===== src/rtl/core/assert_macros.svh =====
// assertion macros shared by the encoder rtl
// no dependencies; define NO_ASSERTIONS to compile them out
`ifndef ASSERT_MACROS_SVH
`define ASSERT_MACROS_SVH

`ifndef NO_ASSERTIONS

// checked only while reset is released
`define CV_ASSERT(lbl, clk, rst_n, prop) \
  lbl: assert property (@(posedge clk) disable iff (!rst_n) prop) \
    else $error("assertion failed");

// checked at every edge, reset included
`define CV_ASSERT_ALWAYS(lbl, clk, prop) \
  lbl: assert property (@(posedge clk) prop) \
    else $error("assertion failed");

`else

`define CV_ASSERT(lbl, clk, rst_n, prop)
`define CV_ASSERT_ALWAYS(lbl, clk, prop)

`endif

`endif


===== src/rtl/core/cvenc_pkg.sv =====
// shared types and constants for the rate one half convolutional encoder
// no dependencies
package cvenc_pkg;

  localparam int unsigned DATA_W = 8;
  localparam int unsigned CODE_W = 8;
  localparam int unsigned GEN_W  = 8;
  localparam int unsigned IDX_W  = 8;

  // register indexes on the config port
  localparam logic [IDX_W-1:0] REG_FIRST_GEN  = 8'd0;
  localparam logic [IDX_W-1:0] REG_SECOND_GEN = 8'd1;

  // generator values after reset
  localparam logic [GEN_W-1:0] FIRST_GEN_RST  = 8'h03;
  localparam logic [GEN_W-1:0] SECOND_GEN_RST = 8'h02;

  typedef struct packed {
    logic [GEN_W-1:0] first_gen;
    logic [GEN_W-1:0] second_gen;
  } cvenc_cfg_t;

endpackage


===== src/rtl/core/cvenc_cfg_regs.sv =====
// generator mask registers behind the config write port
// depends on cvenc_pkg
module cvenc_cfg_regs
  import cvenc_pkg::*;
(
  input  logic             clk,
  input  logic             rst_n,
  input  logic             cfg_valid,
  output logic             cfg_ready,
  input  logic [IDX_W-1:0] cfg_index,
  input  logic [GEN_W-1:0] cfg_data,
  output cvenc_cfg_t       cfg
);

  cvenc_cfg_t cfg_r;
  cvenc_cfg_t cfg_nxt;

  assign cfg_ready = 1'b1;
  assign cfg       = cfg_r;

  always_comb begin
    cfg_nxt = cfg_r;
    if (cfg_valid) begin
      unique case (cfg_index)
        REG_FIRST_GEN:  cfg_nxt.first_gen  = cfg_data;
        REG_SECOND_GEN: cfg_nxt.second_gen = cfg_data;
        default:        cfg_nxt = cfg_r; // unknown index, write dropped
      endcase
    end
  end

  always_ff @(posedge clk) begin
    if (!rst_n) begin
      cfg_r.first_gen  <= FIRST_GEN_RST;
      cfg_r.second_gen <= SECOND_GEN_RST;
    end else begin
      cfg_r <= cfg_nxt;
    end
  end

endmodule


===== src/rtl/core/cvenc_encoder.sv =====
// combinational encode of one byte: eight code bit pairs and the new history
// depends on cvenc_pkg
module cvenc_encoder
  import cvenc_pkg::*;
#(
  parameter int unsigned HISTORY_BITS = 8
) (
  input  logic [HISTORY_BITS-1:0] history,
  input  logic [DATA_W-1:0]       data,
  input  cvenc_cfg_t              cfg,
  output logic [CODE_W-1:0]       code_low,
  output logic [CODE_W-1:0]       code_high,
  output logic [HISTORY_BITS-1:0] history_nxt
);

  localparam int unsigned EXT_W = HISTORY_BITS + DATA_W;

  logic [EXT_W-1:0]        ext;
  logic [HISTORY_BITS-1:0] gen_a;
  logic [HISTORY_BITS-1:0] gen_b;
  logic [2*DATA_W-1:0]     pairs;

  // mask bits above the history width see zeros
  assign gen_a = cfg.first_gen[HISTORY_BITS-1:0];
  assign gen_b = cfg.second_gen[HISTORY_BITS-1:0];

  // old history on top, data bit 0 just below it, so every window is a slice
  always_comb begin
    ext[EXT_W-1 -: HISTORY_BITS] = history;
    for (int i = 0; i < DATA_W; i++) begin
      ext[DATA_W-1-i] = data[i];
    end
  end

  always_comb begin
    for (int i = 0; i < DATA_W; i++) begin
      pairs[2*i]   = ^(ext[DATA_W-1-i +: HISTORY_BITS] & gen_a);
      pairs[2*i+1] = ^(ext[DATA_W-1-i +: HISTORY_BITS] & gen_b);
    end
  end

  assign code_low    = pairs[CODE_W-1:0];
  assign code_high   = pairs[2*CODE_W-1:CODE_W];
  assign history_nxt = ext[HISTORY_BITS-1:0];

endmodule


===== src/rtl/core/rate_half_convolutional_encoder.sv =====
// top level of the rate one half convolutional encoder
// depends on cvenc_pkg, cvenc_cfg_regs, cvenc_encoder and assert_macros.svh
//
// usage
//   in channel: one data byte per beat plus a last_in_packet flag; bit 0 is
//   encoded first. out channel: one beat per input beat carrying two code
//   bytes, pairs for data bits 0..3 in code_low_byte and 4..7 in
//   code_high_byte, first code bit in the lower position of each pair.
//   cfg channel: index 0 writes the first generator mask, index 1 the second;
//   other indexes are dropped. cfg_ready is always high; write only while idle.
//   pipeline: an accepted beat is held in the input register, then encoded
//   into the output register; one beat per cycle while out_ready stays high;
//   both registers form a two deep pipeline around one level of parity logic.
//   stall: when out_ready is low the output register holds, the input
//   register fills, and in_ready drops only once both are full.
//   reset (rst_n low, synchronous): both pipeline stages empty, history zero,
//   generators back to 0x03 and 0x02.
//   the history clears after a beat flagged last_in_packet has been encoded.
`include "assert_macros.svh"

module rate_half_convolutional_encoder
  import cvenc_pkg::*;
#(
  parameter int unsigned HISTORY_BITS = 8
) (
  input  logic              clk,
  input  logic              rst_n,
  // data in
  input  logic              in_valid,
  output logic              in_ready,
  input  logic [DATA_W-1:0] in_data_byte,
  input  logic              in_last_in_packet,
  // code out
  output logic              out_valid,
  input  logic              out_ready,
  output logic [CODE_W-1:0] out_code_low_byte,
  output logic [CODE_W-1:0] out_code_high_byte,
  // config writes
  input  logic              cfg_valid,
  output logic              cfg_ready,
  input  logic [IDX_W-1:0]  cfg_index,
  input  logic [GEN_W-1:0]  cfg_data
);

  cvenc_cfg_t cfg;

  // input register stage
  logic              s1_valid_r;
  logic [DATA_W-1:0] s1_data_r;
  logic              s1_last_r;

  // encoder state and output register stage
  logic [HISTORY_BITS-1:0] history_r;
  logic                    out_valid_r;
  logic [CODE_W-1:0]       code_low_r;
  logic [CODE_W-1:0]       code_high_r;

  logic [CODE_W-1:0]       enc_low;
  logic [CODE_W-1:0]       enc_high;
  logic [HISTORY_BITS-1:0] enc_history;

  logic out_free;   // output register can take a result this cycle
  logic advance;    // stage one moves into the output register
  logic in_fire;

  cvenc_cfg_regs u_cfg (
    .clk       (clk),
    .rst_n     (rst_n),
    .cfg_valid (cfg_valid),
    .cfg_ready (cfg_ready),
    .cfg_index (cfg_index),
    .cfg_data  (cfg_data),
    .cfg       (cfg)
  );

  cvenc_encoder #(
    .HISTORY_BITS (HISTORY_BITS)
  ) u_enc (
    .history     (history_r),
    .data        (s1_data_r),
    .cfg         (cfg),
    .code_low    (enc_low),
    .code_high   (enc_high),
    .history_nxt (enc_history)
  );

  assign out_free = !out_valid_r || out_ready;
  assign advance  = s1_valid_r && out_free;
  // stage one frees up when it is empty or draining this cycle
  assign in_ready = !s1_valid_r || out_free;
  assign in_fire  = in_valid && in_ready;

  always_ff @(posedge clk) begin
    if (!rst_n) begin
      s1_valid_r <= 1'b0;
    end else if (in_fire) begin
      s1_valid_r <= 1'b1;
    end else if (advance) begin
      s1_valid_r <= 1'b0;
    end
  end

  always_ff @(posedge clk) begin
    if (in_fire) begin
      s1_data_r <= in_data_byte;
      s1_last_r <= in_last_in_packet;
    end
  end

  // history moves only when a byte is actually encoded
  always_ff @(posedge clk) begin
    if (!rst_n) begin
      history_r <= '0;
    end else if (advance) begin
      history_r <= s1_last_r ? '0 : enc_history;
    end
  end

  always_ff @(posedge clk) begin
    if (!rst_n) begin
      out_valid_r <= 1'b0;
    end else if (out_free) begin
      out_valid_r <= s1_valid_r;
    end
  end

  always_ff @(posedge clk) begin
    if (advance) begin
      code_low_r  <= enc_low;
      code_high_r <= enc_high;
    end
  end

  assign out_valid          = out_valid_r;
  assign out_code_low_byte  = code_low_r;
  assign out_code_high_byte = code_high_r;

  // reset empties both stages
  `CV_ASSERT_ALWAYS(a_reset_empty, clk, !rst_n |=> !s1_valid_r && !out_valid_r)
  // an encoded last byte leaves a clear history
  `CV_ASSERT(a_last_clears, clk, rst_n, advance && s1_last_r |=> history_r == '0)
  // a blocked stage one keeps its byte and the history stays put
  `CV_ASSERT(a_s1_hold, clk, rst_n,
    s1_valid_r && !out_free |=> s1_valid_r && $stable(s1_data_r) && $stable(history_r))
  // every encoded byte lands in the output register
  `CV_ASSERT(a_advance_out, clk, rst_n, advance |=> out_valid_r)
  // an accepted byte always finds stage one
  `CV_ASSERT(a_in_lands, clk, rst_n, in_fire |=> s1_valid_r)

endmodule


===== config.mk =====
export PLATFORM = sky130hd
export DESIGN_NAME = rate_half_convolutional_encoder
export DESIGN_NICKNAME = d
export VERILOG_FILES = /design/src/rtl/core/cvenc_pkg.sv /design/src/rtl/core/cvenc_cfg_regs.sv /design/src/rtl/core/cvenc_encoder.sv /design/src/rtl/core/rate_half_convolutional_encoder.sv
export VERILOG_INCLUDE_DIRS = /design/src /design/src/rtl/core
export SDC_FILE = /design/constraint.sdc
export NUM_CORES = 1
export LEC_CHECK = 0
export BUFFER_PORTS_ARGS = -buffer_cell sky130_fd_sc_hd__buf_2
export CAP_MARGIN = 20
export CORE_ASPECT_RATIO = 1.4
export CORE_UTILIZATION = 62
export CTS_BUF_LIST = sky130_fd_sc_hd__clkbuf_4 sky130_fd_sc_hd__clkbuf_8 sky130_fd_sc_hd__clkbuf_16
export CTS_CLUSTER_SIZE = 30
export DETAILED_ROUTE_END_ITERATION = 8
export PLACE_DENSITY = 0.86
export RECOVER_POWER = 100
export SLEW_MARGIN = 20
export SYNTH_ARGS = -nofsm -noshare
export SYNTH_HDL_FRONTEND = slang
export SYNTH_SLANG_ARGS = --single-unit
export TNS_END_PERCENT = 50

===== constraint.sdc =====
create_clock -name clk -period 2.6 [get_ports clk]
set_clock_uncertainty 0.1 [all_clocks]
set_input_delay 0 -clock clk [delete_from_list [all_inputs] [get_ports clk]]
set_output_delay 0 -clock clk [all_outputs]
set_load 0.005 [all_outputs]

Yosys cells after proc, flatten, opt, wreduce, memory -nomap -nowiden
Cells that the tools add are included.

storage, ports and cells
  logic and storage cells = 55
  register bits after elaboration = 50

cells by class
  mux-type cells = 3
  reduce and logical (&&, ||, !) cells = 26
  equal/unequal tests = 1
  bitwise gates (word level) = 16

operators by type and width
  cell                                                              number
  8-bit bitwise AND                                                 16
  8-bit XOR reduction                                               16
  8-bit by 1-bit == test with 1-bit output (second input constant)  1
  8-bit zero test                                                   1
  7-bit two-way mux                                                 1
  2-bit AND reduction                                               2
  1-bit logical AND                                                 2
  1-bit zero test                                                   2
  1-bit logical OR                                                  2
  1-bit two-way mux                                                 2
  2-bit nonzero test                                                1

Longest topological paths before layout
  depth after elaboration = 5
  mapped depth = 6
  gate-level depth less buffers = 5

Hierarchy
A second synthesis with hierarchy kept.

second synthesis, totals
  cells, all modules = 410
  area, all modules = 3,614.7 um^2

by module, submodules not included
  module                           times used  cells an instance  area each (um^2)
  cvenc_encoder                    1           274                1,756.7
  rate_half_convolutional_encoder  1           69                 1,193.6
  cvenc_cfg_regs                   1           67                 664.4

Worst setup path after synthesis
No wires, ideal clock.

  path kind = register to register
  from = register s1_data_r[0]
  to = register code_low_r[3], in the netlist out_code_low_byte[3], data pin
  library setup time = 0.260 ns
  buffers on the path = 2
  arrival time = 1.068 ns
  path slack = 1.172 ns
  stages on the path, launching flop included = 7
  cell sequence = edfxtp_1 clkbuf_2 buf_4 nand2_1 xnor2_1 xnor2_1 xnor2_1

between the ends
  word-level cells in the longest chain between the ends = 2

RTL lines
  item                      line                                    source
  start: declaration        rate_half_convolutional_encoder.sv:49   logic [DATA_W-1:0] s1_data_r;
  start signal: assignment  rate_half_convolutional_encoder.sv:105  s1_data_r <= in_data_byte;
  8-bit bitwise AND         cvenc_encoder.sv:38                     pairs[2*i+1] = ^(ext[DATA_W-1-i +: HISTORY_BITS] & gen_b);
  8-bit XOR reduction       cvenc_encoder.sv:38
  named net enc_low[3]      rate_half_convolutional_encoder.sv:58   logic [CODE_W-1:0] enc_low;
  end signal: assignment    rate_half_convolutional_encoder.sv:129  code_low_r <= enc_low;
  end: declaration          rate_half_convolutional_encoder.sv:55   logic [CODE_W-1:0] code_low_r;

The timed path passes the listed nets, and every way through them passes these cells.
A chain may end at the register's enable or synchronous reset.

Worst setup path in the final report
  from = register out_valid_r, in the netlist out_valid
  to = register history_r[1]

between the ends
  word-level cells in the longest chain between the ends = 3

RTL lines
  item                      line                                    source
  start: declaration        rate_half_convolutional_encoder.sv:54   logic out_valid_r;
  start signal: assignment  rate_half_convolutional_encoder.sv:123  out_valid_r <= s1_valid_r;
  1-bit zero test           rate_half_convolutional_encoder.sv:87   assign out_free = !out_valid_r || out_ready;
  1-bit logical OR          rate_half_convolutional_encoder.sv:87
  1-bit logical AND         rate_half_convolutional_encoder.sv:88   assign advance = s1_valid_r && out_free;
  named net advance         rate_half_convolutional_encoder.sv:63   logic advance;
  end signal: assignment    rate_half_convolutional_encoder.sv:115  history_r <= s1_last_r ? '0 : enc_history;
  end: declaration          rate_half_convolutional_encoder.sv:53   logic [HISTORY_BITS-1:0] history_r;

The timed path passes the listed nets, and every way through them passes these cells.

==> impl_metrics.json <==
{
  "vias": 2675,
  "drv_cap": 0,
  "finalNetCount": 462,
  "final_common_cell": "nand2_1",
  "r2r_setup_slack_ps": 630,
  "crit_path_end_kind": "flop",
  "grt_pass1_wl_um": 12300,
  "reg2reg_from": "out_valid",
  "clk_pin_slew_worst_paths_ps": 90,
  "slew_viol_final": 0,
  "crit_chain": "nor2b_1, nand2b_1, inv_1, nand3b_1, a21boi_0",
  "antenna_found_initial": 0,
  "synth-simple-area-share_pct": 21.7,
  "hpwl_um": 4850,
  "arrival_ps": 2110,
  "finalCritPeriodShare_pct": 75.6,
  "synth_top_family_by_area": "XOR/XNOR gates",
  "syn_area_um2": 3390,
  "hold_viol_final": 0,
  "min_period_ps": 1970,
  "crit_buf_inv": 1,
  "cp_slowest_cell": "inv_1",
  "synth_compound_area_share_pct": 1.92,
  "fillers": 384,
  "clk_latency_ps": 310,
  "wl_per_cell_um": 14.9,
  "ios": 49,
  "ys_ff_latch": 50,
  "grt_start_max_net_pins": 26,
  "cts_tree": "yes",
  "whs_endpoint": "u_cfg.cfg[9]",
  "die_h_um": 89.5,
  "drive_gt1_share_pct": 9.93,
  "start_kind": "flop",
  "synthMuxAreaShare_pct": 4.73,
  "cts_buffers": 5,
  "synth_cells": 387,
  "synth.net_count": 417,
  "die-area_um2": 5770,
  "cts_resized": 0,
  "worstMarginPinSlew_ps": 857,
  "synth_cell_types": 24,
  "ys_warn_count": 0,
  "min_path_cells": 4,
  "portBuffers": 47,
  "setup_violations": 0,
  "leakage_nw": 1.29,
  "antenna_left": 0,
  "coreArea_um2": 5200,
  "avgSynthCellArea_um2": 8.75,
  "clockBufferDepth": 2,
  "path_class": "flop to flop",
  "max_stage_delay_ps": 680,
  "drc": 0,
  "fmaxAchievable_mhz": 509,
  "rsz0062_at_grt": "no",
  "grt_usage_pct": 27.9,
  "cts_sinks": 50,
  "yosysTopAreaCellShare_pct": 24.8,
  "required_ps": 2740,
  "rows": 31,
  "whs_ps": 260,
  "routed_wl_um": 7450,
  "status": "finished, final reports clean",
  "synth.area.top_cells": "xnor2_1 25%, edfxtp_1 22%, nand2_1 15%",
  "synth-xor-area-share_pct": 29.0,
  "r2r_end": "history_r[1]",
  "p_per_area_nw_per_um2": 404,
  "setup_tns_ps": 0,
  "antennaDiodeCount": 0,
  "grt_pass1_vias": 2662,
  "drtIter0Drc": 110,
  "ir_drop_uv": 445,
  "hold_path.startpoint": "cfg_index[0]",
  "initial_core_util_pct": 65.2,
  "cpLargestDelayFamily": "buffers and inverters",
  "gr-total-overflow": 0,
  "cts_setup_buffers": 0,
  "drt_first_pass_iters": 4,
  "slew-limit-headroom_pct": 42.8,
  "r2r_cells": 5,
  "crit_fanout": 23,
  "avgViaCountPerCell": 5.36,
  "hold_path_class": "input pin to flop",
  "die_w_um": 64.5,
  "place.gp.congestion": 0.853,
  "most-common-layout-cells": "139 x nand2_1, 96 x xnor2_1, 34 x buf_2",
  "htreeDepth": 2,
  "ys_seq_area_share_pct": 36.9,
  "yosysTopAreaCell": "xnor2_1",
  "root_buffer": "clkbuf_8",
  "synthAdderAreaFrac_pct": 0,
  "syn_to_final_growth_pct": 12.2
}
[synth_stat cells]
cell type  count
a21boi_0       7
a21oi_1        1
and2_1         1
and3b_1        1
buf_2         16
buf_4         11
buf_6          1
clkbuf_1       2
clkbuf_2       1
conb_1         1
dfxtp_1       25
edfxtp_1      25
inv_2          1
mux2i_1       16
nand2_1      139
nand2b_1       1
nand3_2        1
nand3b_1       7
nor2b_1       15
nor4_2         1
nor4b_4        1
o21a_1         1
xnor2_1       96
xor2_1        16
[worst max path at each step]
stage | startpoint | slack (ps) | depth (start not counted) | end
2_1_floorplan | s1_data_r[0] | 1170 | 6 | out_code_low_byte[3]
3_3_place_gp | s1_data_r[0] | 960 | 4 | out_code_high_byte[3]
3_5_place_dp | out_valid | 930 | 5 | history_r[3]
4_1_cts | out_valid | 910 | 5 | history_r[3]
5_1_grt | out_valid | 410 | 5 | history_r[4]
6_report | out_valid | 630 | 5 | history_r[1]
[per-layer routing]
layer  up-vias  share of wire [%]  global-route usage (%)
li1       1285                  -                       -
met1      1266                 39                    31.1
met2        99                 53                    50.8
met3        25                4.5                    3.95
met4         0                3.3                    15.8
met5         -                  0                       0
[cell type report]
cell class,count,area (um2),share of cell area [%]
inverter,1,3.75,0.0987
multi-input combinational,305,1930,50.9
clock inverter,2,13.8,0.362
clock buffer,6,76.3,2.01
sequential,50,1250,32.9
timing repair buffer,69,439,11.6
tap,66,82.6,2.17
[kinds of logic (layout without fill, tap and decap cells)]
logic type | Yosys count | count (layout)
buffers and inverters | 32 | 78
xor gates and xnor gates | 112 | 112
DFF | 50 | 50
and+or+nand+nor | 167 | 167
AOI/OAI and AO/OA | 9 | 9
muxes | 16 | 16
other | 1 | 1
[where the power goes]
part / internal (mW) / switching [mW]
clock: 0.201 / 0.268
combinational: 0.0954 / 0.0726
sequential: 0.860 / 0.0375
total: 1.16 / 0.379
[tightest hold or removal path, cell delays in order]
cell,delay (ps)
buf_2,80
and3b_1,330
mux2i_1,180
nand2_1,60
[flip-flops by register name, summed over array words and instances (netlist names)]
signal	count
history_r	7
out_code_low_byte	8
out_valid	1
out_code_high_byte	8
s1_data_r	8
s1_last_r	1
s1_valid_r	1
u_cfg.cfg	16
[per-stage QoR]
step                util [%]  cell area (um2)  instances  worst slack, ps  power, mW
global placement        67.7             3520        469              964       1.05
detailed placement      67.7             3520        469              933       1.06
floorplan                  -             3390        387             1170       1.00
global route            73.1             3800        499              405       1.59
CTS                     73.7             3830        499              912       1.54
finish                  73.1             3800        499              635       1.53
[what timing repair did]
item	in CTS	in global routing
hold buffers	22	0
endpoints found under the hold margin	27	0
endpoints found under the setup margin	0	0
Power figures use the tool's default switching activity.
